File: config.mk
export PLATFORM = sky130hd
export DESIGN_NAME = multi_port_frame_deframer_id_remap
export DESIGN_NICKNAME = d
export VERILOG_FILES = /design/src/sv/mpfd_pkg.sv /design/src/sv/mpfd_ram.sv /design/src/sv/mpfd_ctrl.sv /design/src/sv/mpfd_dp.sv /design/src/sv/multi_port_frame_deframer_id_remap.sv
export SDC_FILE = /design/constraint.sdc
export NUM_CORES = 2
export LEC_CHECK = 0
export BUFFER_PORTS_ARGS = -buffer_cell sky130_fd_sc_hd__buf_2
export CORE_ASPECT_RATIO = 1.25
export CORE_MARGIN = 2
export CORE_UTILIZATION = 65
export DETAILED_ROUTE_END_ITERATION = 10
export PLACE_DENSITY = 0.82
export SLEW_MARGIN = 20
export SYNTH_ARGS = -nofsm -noshare
export SYNTH_HDL_FRONTEND = slang
export SYNTH_SLANG_ARGS = --single-unit
File: constraint.sdc
create_clock -name clk -period 10.9 [get_ports clk]
set_input_delay 1.635 -clock clk [delete_from_list [all_inputs] [get_ports clk]]
set_output_delay 1.635 -clock clk [all_outputs]
set_load 0.005 [all_outputs]
File: src/sv/mpfd_pkg.sv
// shared constants and controller/datapath link types for the frame deframer
package mpfd_pkg;

	localparam int FRAME_SIZE_DEF = 20;
	localparam int PORTS_DEF      = 6;

	localparam int BYTE_W    = 8;
	localparam int PORT_W    = 3;
	localparam int CFG_IDX_W = 3;

	// register map: base ids first, then the local id limit
	localparam int                   BASE_REGS     = 6;
	localparam logic [CFG_IDX_W-1:0] CFG_MAX_LOCAL = 3'd6;

	localparam logic [BYTE_W-1:0] MAX_LOCAL_RST = 8'd15;

	localparam logic [BYTE_W-1:0] HDR0 = 8'hB5;
	localparam logic [BYTE_W-1:0] HDR1 = 8'hA5;
	localparam logic [BYTE_W-1:0] HDR2 = 8'h55;

	localparam int NODE_ID_POS = 6;

	typedef struct packed {
		logic take;    // input transaction this cycle
		logic id_rd;   // read the node id byte
		logic id_cap;  // capture node id, read byte 0
		logic load;    // load output register from memory
		logic next;    // output accepted, read following byte
	} mpfd_cmd_t;

	typedef struct packed {
		logic emit;    // current input completes a frame to send
		logic last;    // stream index sits on the checksum byte
	} mpfd_sts_t;

endpackage

File: src/sv/mpfd_ram.sv
// generic single write port ram with registered read
module mpfd_ram #(
	parameter int WIDTH = 8,
	parameter int DEPTH = 120
) (
	input  logic                     clk,
	input  logic                     we,
	input  logic [$clog2(DEPTH)-1:0] waddr,
	input  logic [WIDTH-1:0]         wdata,
	input  logic [$clog2(DEPTH)-1:0] raddr,
	output logic [WIDTH-1:0]         rdata
);

	logic [WIDTH-1:0] mem [DEPTH];
	logic [WIDTH-1:0] rdata_q;

	always_ff @(posedge clk) begin
		if (we) begin
			mem[waddr] <= wdata;
		end
		rdata_q <= mem[raddr];
	end

	assign rdata = rdata_q;

endmodule

File: src/sv/mpfd_ctrl.sv
// controller state machine: byte intake and frame streaming sequence
module mpfd_ctrl (
	input  logic                clk,
	input  logic                arst_n,
	input  logic                in_valid,
	output logic                in_ready,
	output logic                out_valid,
	input  logic                out_ready,
	output mpfd_pkg::mpfd_cmd_t cmd,
	input  mpfd_pkg::mpfd_sts_t sts
);

	localparam logic [2:0] S_IDLE  = 3'd0;
	localparam logic [2:0] S_ID_RD = 3'd1;
	localparam logic [2:0] S_ID_LD = 3'd2;
	localparam logic [2:0] S_LOAD  = 3'd3;
	localparam logic [2:0] S_SEND  = 3'd4;

	logic [2:0] state_q;
	logic [2:0] state_d;

	assign in_ready  = (state_q == S_IDLE);
	assign out_valid = (state_q == S_SEND);

	assign cmd.take   = in_valid && in_ready;
	assign cmd.id_rd  = (state_q == S_ID_RD);
	assign cmd.id_cap = (state_q == S_ID_LD);
	assign cmd.load   = (state_q == S_LOAD);
	assign cmd.next   = out_valid && out_ready && !sts.last;

	always_comb begin
		state_d = state_q;
		unique case (state_q)
			S_IDLE: begin
				if (cmd.take && sts.emit) begin
					state_d = S_ID_RD;
				end
			end
			S_ID_RD: state_d = S_ID_LD;
			S_ID_LD: state_d = S_LOAD;
			S_LOAD:  state_d = S_SEND;
			S_SEND: begin
				if (out_ready) begin
					state_d = sts.last ? S_IDLE : S_LOAD;
				end
			end
			default: state_d = S_IDLE;
		endcase
	end

	always_ff @(posedge clk or negedge arst_n) begin
		if (!arst_n) begin
			state_q <= S_IDLE;
		end else begin
			state_q <= state_d;
		end
	end

endmodule

File: src/sv/mpfd_dp.sv
// datapath: per-port framers, config registers, frame store and output register
module mpfd_dp #(
	parameter int FRAME_SIZE = mpfd_pkg::FRAME_SIZE_DEF,
	parameter int PORTS      = mpfd_pkg::PORTS_DEF
) (
	input  logic                             clk,
	input  logic                             arst_n,
	input  mpfd_pkg::mpfd_cmd_t              cmd,
	output mpfd_pkg::mpfd_sts_t              sts,
	input  logic                             cfg_we,
	input  logic [mpfd_pkg::CFG_IDX_W-1:0]   cfg_index,
	input  logic [mpfd_pkg::BYTE_W-1:0]      cfg_data,
	input  logic [mpfd_pkg::PORT_W-1:0]      port,
	input  logic [mpfd_pkg::BYTE_W-1:0]      rx_byte,
	output logic [mpfd_pkg::PORT_W-1:0]      src_port,
	output logic [mpfd_pkg::BYTE_W-1:0]      frame_byte,
	output logic                             last_byte
);

	localparam int CNT_W  = $clog2(FRAME_SIZE + 1);
	localparam int IDX_W  = $clog2(FRAME_SIZE);
	localparam int DEPTH  = PORTS * FRAME_SIZE;
	localparam int ADDR_W = $clog2(DEPTH);
	localparam int PSEL_W = (PORTS > 1) ? $clog2(PORTS) : 1;
	localparam int BW     = mpfd_pkg::BYTE_W;

	localparam logic [IDX_W-1:0] IDX_NODE = IDX_W'(mpfd_pkg::NODE_ID_POS);
	localparam logic [IDX_W-1:0] IDX_LAST = IDX_W'(FRAME_SIZE - 1);

	// framer state and config
	logic             collecting_q [PORTS];
	logic [CNT_W-1:0] count_q      [PORTS];
	logic [BW-1:0]    xor_q        [PORTS];
	logic [BW-1:0]    base_q       [mpfd_pkg::BASE_REGS];
	logic [BW-1:0]    max_local_q;

	// frame being sent
	logic [ADDR_W-1:0]              off_q;
	logic [BW-1:0]                  base_e_q;
	logic [mpfd_pkg::PORT_W-1:0]    src_port_q;
	logic [IDX_W-1:0]               idx_q;
	logic [BW-1:0]                  local_q;
	logic [BW-1:0]                  mapped_q;
	logic [BW-1:0]                  frame_byte_q;
	logic                           last_q;

	logic              in_range;
	logic [PSEL_W-1:0] p_idx;
	logic              cur_col;
	logic [CNT_W-1:0]  cur_cnt;
	logic [BW-1:0]     cur_x;
	logic [CNT_W-1:0]  n_cnt;
	logic [BW-1:0]     x_new;
	logic [BW-1:0]     base_sel;
	logic              collect_ok;
	logic              start;
	logic              bad_hdr;
	logic              done;
	logic              nxt_col;
	logic [CNT_W-1:0]  nxt_cnt;
	logic [BW-1:0]     nxt_x;
	logic [ADDR_W-1:0] port_off;
	logic              ram_we;
	logic [ADDR_W-1:0] ram_waddr;
	logic [IDX_W-1:0]  rd_idx;
	logic [ADDR_W-1:0] ram_raddr;
	logic [BW-1:0]     ram_rdata;
	logic [BW-1:0]     sum_id;

	assign in_range = ({1'b0, port} < (mpfd_pkg::PORT_W + 1)'(PORTS));
	assign p_idx    = port[PSEL_W-1:0];
	assign cur_col  = collecting_q[p_idx];
	assign cur_cnt  = count_q[p_idx];
	assign cur_x    = xor_q[p_idx];
	assign n_cnt    = cur_cnt + CNT_W'(1);
	assign x_new    = cur_x ^ rx_byte;
	assign base_sel = ({1'b0, port} < (mpfd_pkg::PORT_W + 1)'(mpfd_pkg::BASE_REGS))
		? base_q[port] : '0;

	assign collect_ok = cur_col && (cur_cnt < CNT_W'(FRAME_SIZE));
	// a fresh header byte restarts a framer that is hunting or overfull
	assign start      = !collect_ok && (rx_byte == mpfd_pkg::HDR0);
	assign bad_hdr    = ((n_cnt == CNT_W'(2)) && (rx_byte != mpfd_pkg::HDR1)) ||
		((n_cnt == CNT_W'(3)) && (rx_byte != mpfd_pkg::HDR2));
	assign done       = collect_ok && !bad_hdr && (n_cnt == CNT_W'(FRAME_SIZE));

	assign sts.emit = in_range && done && (x_new == '0) && (base_sel != '0);
	assign sts.last = (idx_q == IDX_LAST);

	always_comb begin
		nxt_col = 1'b0;
		nxt_cnt = '0;
		nxt_x   = '0;
		if (start) begin
			nxt_col = 1'b1;
			nxt_cnt = CNT_W'(1);
			nxt_x   = rx_byte;
		end else if (collect_ok && !bad_hdr && !done) begin
			nxt_col = 1'b1;
			nxt_cnt = n_cnt;
			nxt_x   = x_new;
		end
	end

	assign port_off  = ADDR_W'(p_idx) * ADDR_W'(FRAME_SIZE);
	assign ram_we    = cmd.take && in_range && (start || collect_ok);
	assign ram_waddr = port_off + (start ? '0 : ADDR_W'(cur_cnt));

	always_comb begin
		if (cmd.id_rd) begin
			rd_idx = IDX_NODE;
		end else if (cmd.id_cap) begin
			rd_idx = '0;
		end else if (cmd.next) begin
			rd_idx = idx_q + IDX_W'(1);
		end else begin
			rd_idx = idx_q;
		end
	end

	assign ram_raddr = off_q + ADDR_W'(rd_idx);
	assign sum_id    = ram_rdata + base_e_q;

	mpfd_ram #(
		.WIDTH (BW),
		.DEPTH (DEPTH)
	) u_store (
		.clk   (clk),
		.we    (ram_we),
		.waddr (ram_waddr),
		.wdata (rx_byte),
		.raddr (ram_raddr),
		.rdata (ram_rdata)
	);

	always_ff @(posedge clk or negedge arst_n) begin
		if (!arst_n) begin
			for (int i = 0; i < PORTS; i++) begin
				collecting_q[i] <= 1'b0;
				count_q[i]      <= '0;
				xor_q[i]        <= '0;
			end
			for (int i = 0; i < mpfd_pkg::BASE_REGS; i++) begin
				base_q[i] <= '0;
			end
			max_local_q <= mpfd_pkg::MAX_LOCAL_RST;
		end else begin
			if (cmd.take && in_range) begin
				collecting_q[p_idx] <= nxt_col;
				count_q[p_idx]      <= nxt_cnt;
				xor_q[p_idx]        <= nxt_x;
			end
			if (cfg_we) begin
				if ({1'b0, cfg_index} < (mpfd_pkg::CFG_IDX_W + 1)'(mpfd_pkg::BASE_REGS)) begin
					base_q[cfg_index] <= cfg_data;
				end else if (cfg_index == mpfd_pkg::CFG_MAX_LOCAL) begin
					max_local_q <= cfg_data;
				end
			end
		end
	end

	always_ff @(posedge clk) begin
		if (cmd.take) begin
			off_q      <= port_off;
			base_e_q   <= base_sel;
			src_port_q <= port;
		end
		if (cmd.id_cap) begin
			idx_q    <= '0;
			local_q  <= ram_rdata;
			mapped_q <= (ram_rdata <= max_local_q) ? sum_id : ram_rdata;
		end else if (cmd.next) begin
			idx_q <= idx_q + IDX_W'(1);
		end
		if (cmd.load) begin
			last_q <= (idx_q == IDX_LAST);
			if (idx_q == IDX_NODE) begin
				frame_byte_q <= mapped_q;
			end else if (idx_q == IDX_LAST) begin
				// patch checksum for the rewritten node id
				frame_byte_q <= ram_rdata ^ local_q ^ mapped_q;
			end else begin
				frame_byte_q <= ram_rdata;
			end
		end
	end

	assign src_port   = src_port_q;
	assign frame_byte = frame_byte_q;
	assign last_byte  = last_q;

endmodule

File: src/sv/multi_port_frame_deframer_id_remap.sv
// top level of the multi-port frame deframer with node id remap
//
//  channel | direction | handshake           | payload
//  --------+-----------+---------------------+--------------------------------
//  in      | input     | in_valid/in_ready   | port, rx_byte
//  out     | output    | out_valid/out_ready | src_port, frame_byte, last_byte
//  cfg     | input     | cfg_we              | cfg_index, cfg_data
//
// a byte that completes no sendable frame is taken without holding the input
// a byte that completes a frame to send holds the input while the node id is read and captured
// and the frame is streamed: one frame-store read port, registered read, one byte at a time
// reset clears all framers; base ids go to 0 and the local id limit to 15
// out_ready low holds the current output byte and the whole sequence
module multi_port_frame_deframer_id_remap #(
	parameter int FRAME_SIZE = mpfd_pkg::FRAME_SIZE_DEF,
	parameter int PORTS      = mpfd_pkg::PORTS_DEF
) (
	input  logic                           clk,
	input  logic                           arst_n,
	input  logic                           in_valid,
	output logic                           in_ready,
	input  logic [mpfd_pkg::PORT_W-1:0]    port,
	input  logic [mpfd_pkg::BYTE_W-1:0]    rx_byte,
	output logic                           out_valid,
	input  logic                           out_ready,
	output logic [mpfd_pkg::PORT_W-1:0]    src_port,
	output logic [mpfd_pkg::BYTE_W-1:0]    frame_byte,
	output logic                           last_byte,
	input  logic                           cfg_we,
	input  logic [mpfd_pkg::CFG_IDX_W-1:0] cfg_index,
	input  logic [mpfd_pkg::BYTE_W-1:0]    cfg_data
);

	mpfd_pkg::mpfd_cmd_t cmd;
	mpfd_pkg::mpfd_sts_t sts;

	mpfd_ctrl u_ctrl (
		.clk       (clk),
		.arst_n    (arst_n),
		.in_valid  (in_valid),
		.in_ready  (in_ready),
		.out_valid (out_valid),
		.out_ready (out_ready),
		.cmd       (cmd),
		.sts       (sts)
	);

	mpfd_dp #(
		.FRAME_SIZE (FRAME_SIZE),
		.PORTS      (PORTS)
	) u_dp (
		.clk        (clk),
		.arst_n     (arst_n),
		.cmd        (cmd),
		.sts        (sts),
		.cfg_we     (cfg_we),
		.cfg_index  (cfg_index),
		.cfg_data   (cfg_data),
		.port       (port),
		.rx_byte    (rx_byte),
		.src_port   (src_port),
		.frame_byte (frame_byte),
		.last_byte  (last_byte)
	);

endmodule

==> results.md <==
- Status: complete, no violations
- Initial antenna violation count: 5
- Reg-to-Reg End: u_dp.u_store.rdata[4]
- Async set-reset flop share out of synthesis: 12.4%
- Distinct cells, synth: around 100
- Routability Congestion: roughly 0.95
- Drt total wl: 140 mm
- Number of cells produced by synthesis: 3,275
- DRT Pass-1 Iters: 10
- Full die area: 76,600 µm²
- Vias in the first global route: 31,500
- Max Cap Viol: 0
- P_int: 8310 µW
- Nets: 3,330
- FF+latch count, synth: ~1,200
- Critical Path Fanout Max: 20
- Clk_lat worst skew: 690 ps
- PortBufs: 40
- GRT Total Usage: a little under two fifths
- Worst Setup End Kind: flip-flop
- Vias per cell: between 7 and 8
- Syn Std Cell Area: 48,400 µm²
- CP Data Arrival Time: about 7600 ps
- Setup TNS Final: 0 ps
- Crit start category: flip-flop
- Static Leak: 0.0181 µW
- Drt drc: 0
- Critical R2R Launch: u_dp.idx_q[1]
- Sw power: 4690 µW
- Die Width: ~250 µm
- H-tree depth: 3
- Slew Limit Fails: 0
- Top FF cell, synth: edfxtp_1
- Clock power frac: 28.1%
- Share of layout cells above drive strength 1: around 14%
- Initial DRC count: 4,977
- Synthesized Nets: about 3,300
- GRT overflow: 0
- Area Overhead vs Synth: 8.97%
- Hold Path End: u_dp.xor_q[33]
- Switching share of power: 36.1%
- Most frequent cells in the layout: edfxtp_1, nand2_1, nor2_1
- Clk slew on worst S/H paths: around 60 ps
- # hold bufs at CTS: 0
- # fillers: 4,406
- Hold Crit Start: u_dp.xor_q[33]
- Mapped Avg Cell Area: 14.8 µm²
- Seq/Total Area, Yosys: 70.0%
- First-pass GRT wire length: 205 mm
- Place WS: 3440 ps
- Die extent in y: 309 µm
- Clock Skew: 31.1 ps
- Final worst setup slack: approximately 3800 ps
- Pwr Density: 247 nW/µm²
- WL/cell: 32.3 µm
- Max Freq: 141 MHz
- Final Setup Violations: 0
- Combinational share of power: 31.9%
- Least-Margin Pin Slew: 1250 ps
- HPWL after detailed placement: roughly 84 mm
- R2R depth: 15
- Fin. Hold Viols: 0
- WHS Path Cells: 2
- RSZ-0062 raised after global routing: false
- Share of the cycle needed by the critical path after routing: 65.1%
- Row cnt: 111
- Setup CP Type: reg2reg
- Yosys warns: 0
- CTS tree: done
- Hold Crit Class: reg2reg
- Setup repair bufs after CTS: 0
- Cts bufs inserted: 103
- Num ports: 41
- Tmin final: 7090 ps
- FF-to-FF setup slack: 3810 ps
- TritonCTS Sinks: ~1,200
- Antenna Nets Post-Route: 0
- Initial Util: 65.8%
- Vias: 32,000
- Core Box Area: 73,500 µm²
- Core Util, Final: between 70% and 80%
- Root Buffer: clkbuf_16
- CTS Buffer Depth: 3
- CP required: 11,380 ps
- Reg power frac: 40.1%
- Post-cts resize count: 0
- Relative slew slack: 16.2%
- Crit path from: u_dp.idx_q[1]
- Peak VDD IR: ~0.00035 V
- Largest net degree at the start of global routing: 187
- Most common cell after layout, fill and taps aside: edfxtp_1
- Number of flops mapped to enable cells by yosys: 999
per-layer routing:
metal  GRT usage (%)  vias to the layer above  share of wire (%)  wire [µm]
met5               0                        -              0.019         27
met4            23.0                        4                7.8      11000
met3            11.6                      708                 14      19100
met2            57.4                     2872                 46      64800
met1            45.4                    15600                 32      44900
li1                -                    12900                  -          -
power by group through the flow:
stage	Sequential [µW]	Clock, µW	Combinational, µW
2_1_floorplan	5220	0	2560
3_3_place_gp	5270	0	3750
3_5_place_dp	5290	0	3840
4_1_cts	5200	3650	3890
5_1_grt	5230	3800	4230
6_report	5210	3650	4140
logic make-up (layout without fill, tap and decap cells):
| kind of cell | count (synthesis) | count (layout) | synth area share [%] |
|---|---|---|---|
| multiplexers | 277 | 277 | 7.35 |
| AND/OR/NAND/NOR | 741 | 741 | 6.85 |
| buffers and inverters | 249 | 331 | 2.62 |
| other | 0 | 3 | 0 |
| flip-flops | 1155 | 1155 | 70.0 |
| XOR/XNOR | 35 | 35 | 0.634 |
| adder cells (fa/ha/maj) | 33 | 33 | 0.900 |
| AO/OA/AOI/OAI | 785 | 785 | 11.7 |
registers in the layout (all words and copies together) (netlist names):
name                flops
u_dp.mapped_q           8
u_dp.last_byte          1
u_dp.max_local_q        8
u_ctrl.state_q          3
u_dp.base_q            48
u_dp.frame_byte         8
u_dp.xor_q             48
u_dp.local_q            8
u_dp.u_store.mem      960
u_dp.off_q              3
u_dp.base_e_q           8
u_dp.src_port           3
u_dp.count_q           30
u_dp.u_store.rdata      8
u_dp.collecting_q       6
u_dp.idx_q              5
worst max path at each step:
stage	to	slack [ps]
4_1_cts	u_dp.u_store.mem[46][6]	4100
6_report	u_dp.u_store.rdata[4]	3810
5_1_grt	u_dp.u_store.mem[46][3]	3510
3_5_place_dp	u_dp.u_store.mem[113][3]	3440
3_3_place_gp	u_dp.u_store.mem[114][1]	3570
2_1_floorplan	u_dp.u_store.mem[80][0]	5360
synth_stat cells (14+ instances only):
cell type  number  area [µm²]
buf_6          17         191
a211oi_1       52         390
nand2_1       323        1210
buf_4          18         135
mux2i_1       127        1270
clkbuf_1       95         357
a21oi_1       125         626
inv_1          29         109
o221ai_1       76         666
o22ai_1        89         557
nor2_1        199         747
and3_1         24         150
a31oi_1        28         175
a32oi_1        14         123
edfxtp_1      999       30000
ha_1           30         375
o21ai_0       107         536
o211ai_1       48         360
buf_2          71         355
a211o_1        20         175
a21o_1         14         105
xnor2_1        19         166
a311oi_1       15         131
xor2_1         16         140
o31ai_1        29         218
mux2_2         96        1080
nor3_1         21         105
mux4_2         53        1190
dfrtp_1       139        3480
nand3_1        84         420
o32ai_1        14         123
a221oi_1       20         175
nand4_1        26         163
final cells by class:
class | count | area, µm² | share of cell area (%)
timing repair buffer | 103 | 724 | 1.37
multi-input combinational | 1871 | 13400 | 25.5
tap | 960 | 1200 | 2.28
clock inverter | 62 | 574 | 1.09
inverter | 36 | 139 | 0.264
antenna | 3 | 7.51 | 0.0142
clock buffer | 130 | 2800 | 5.31
sequential | 1155 | 33800 | 64.2
per-stage QoR:
stage | hold slack (ps) | cells | cell area [µm²] | total power [µW]
2_1_floorplan | 443 | 3275 | 48400 | 7780
3_3_place_gp | 456 | 4125 | 49300 | 9020
3_5_place_dp | 464 | 4125 | 49300 | 9130
4_1_cts | 479 | 4317 | 52700 | 12700
5_1_grt | 503 | 4317 | 52700 | 13300
6_report | 472 | 4320 | 52700 | 13000
critical path: stages, from the launching register on:
cell and delay (ps):
dfxtp_1 440, ha_1 280, nand4bb_1 810, inv_4 560, nor2_1 160, nand2_1 120, xor2_1 190, o21ai_0 160
ha_4 220, fa_2 430, xor2_2 780, buf_4 510, nand2_1 560, o41ai_1 1230, a311o_1 230, a22oi_1 160
Power figures use the tool's default switching activity.
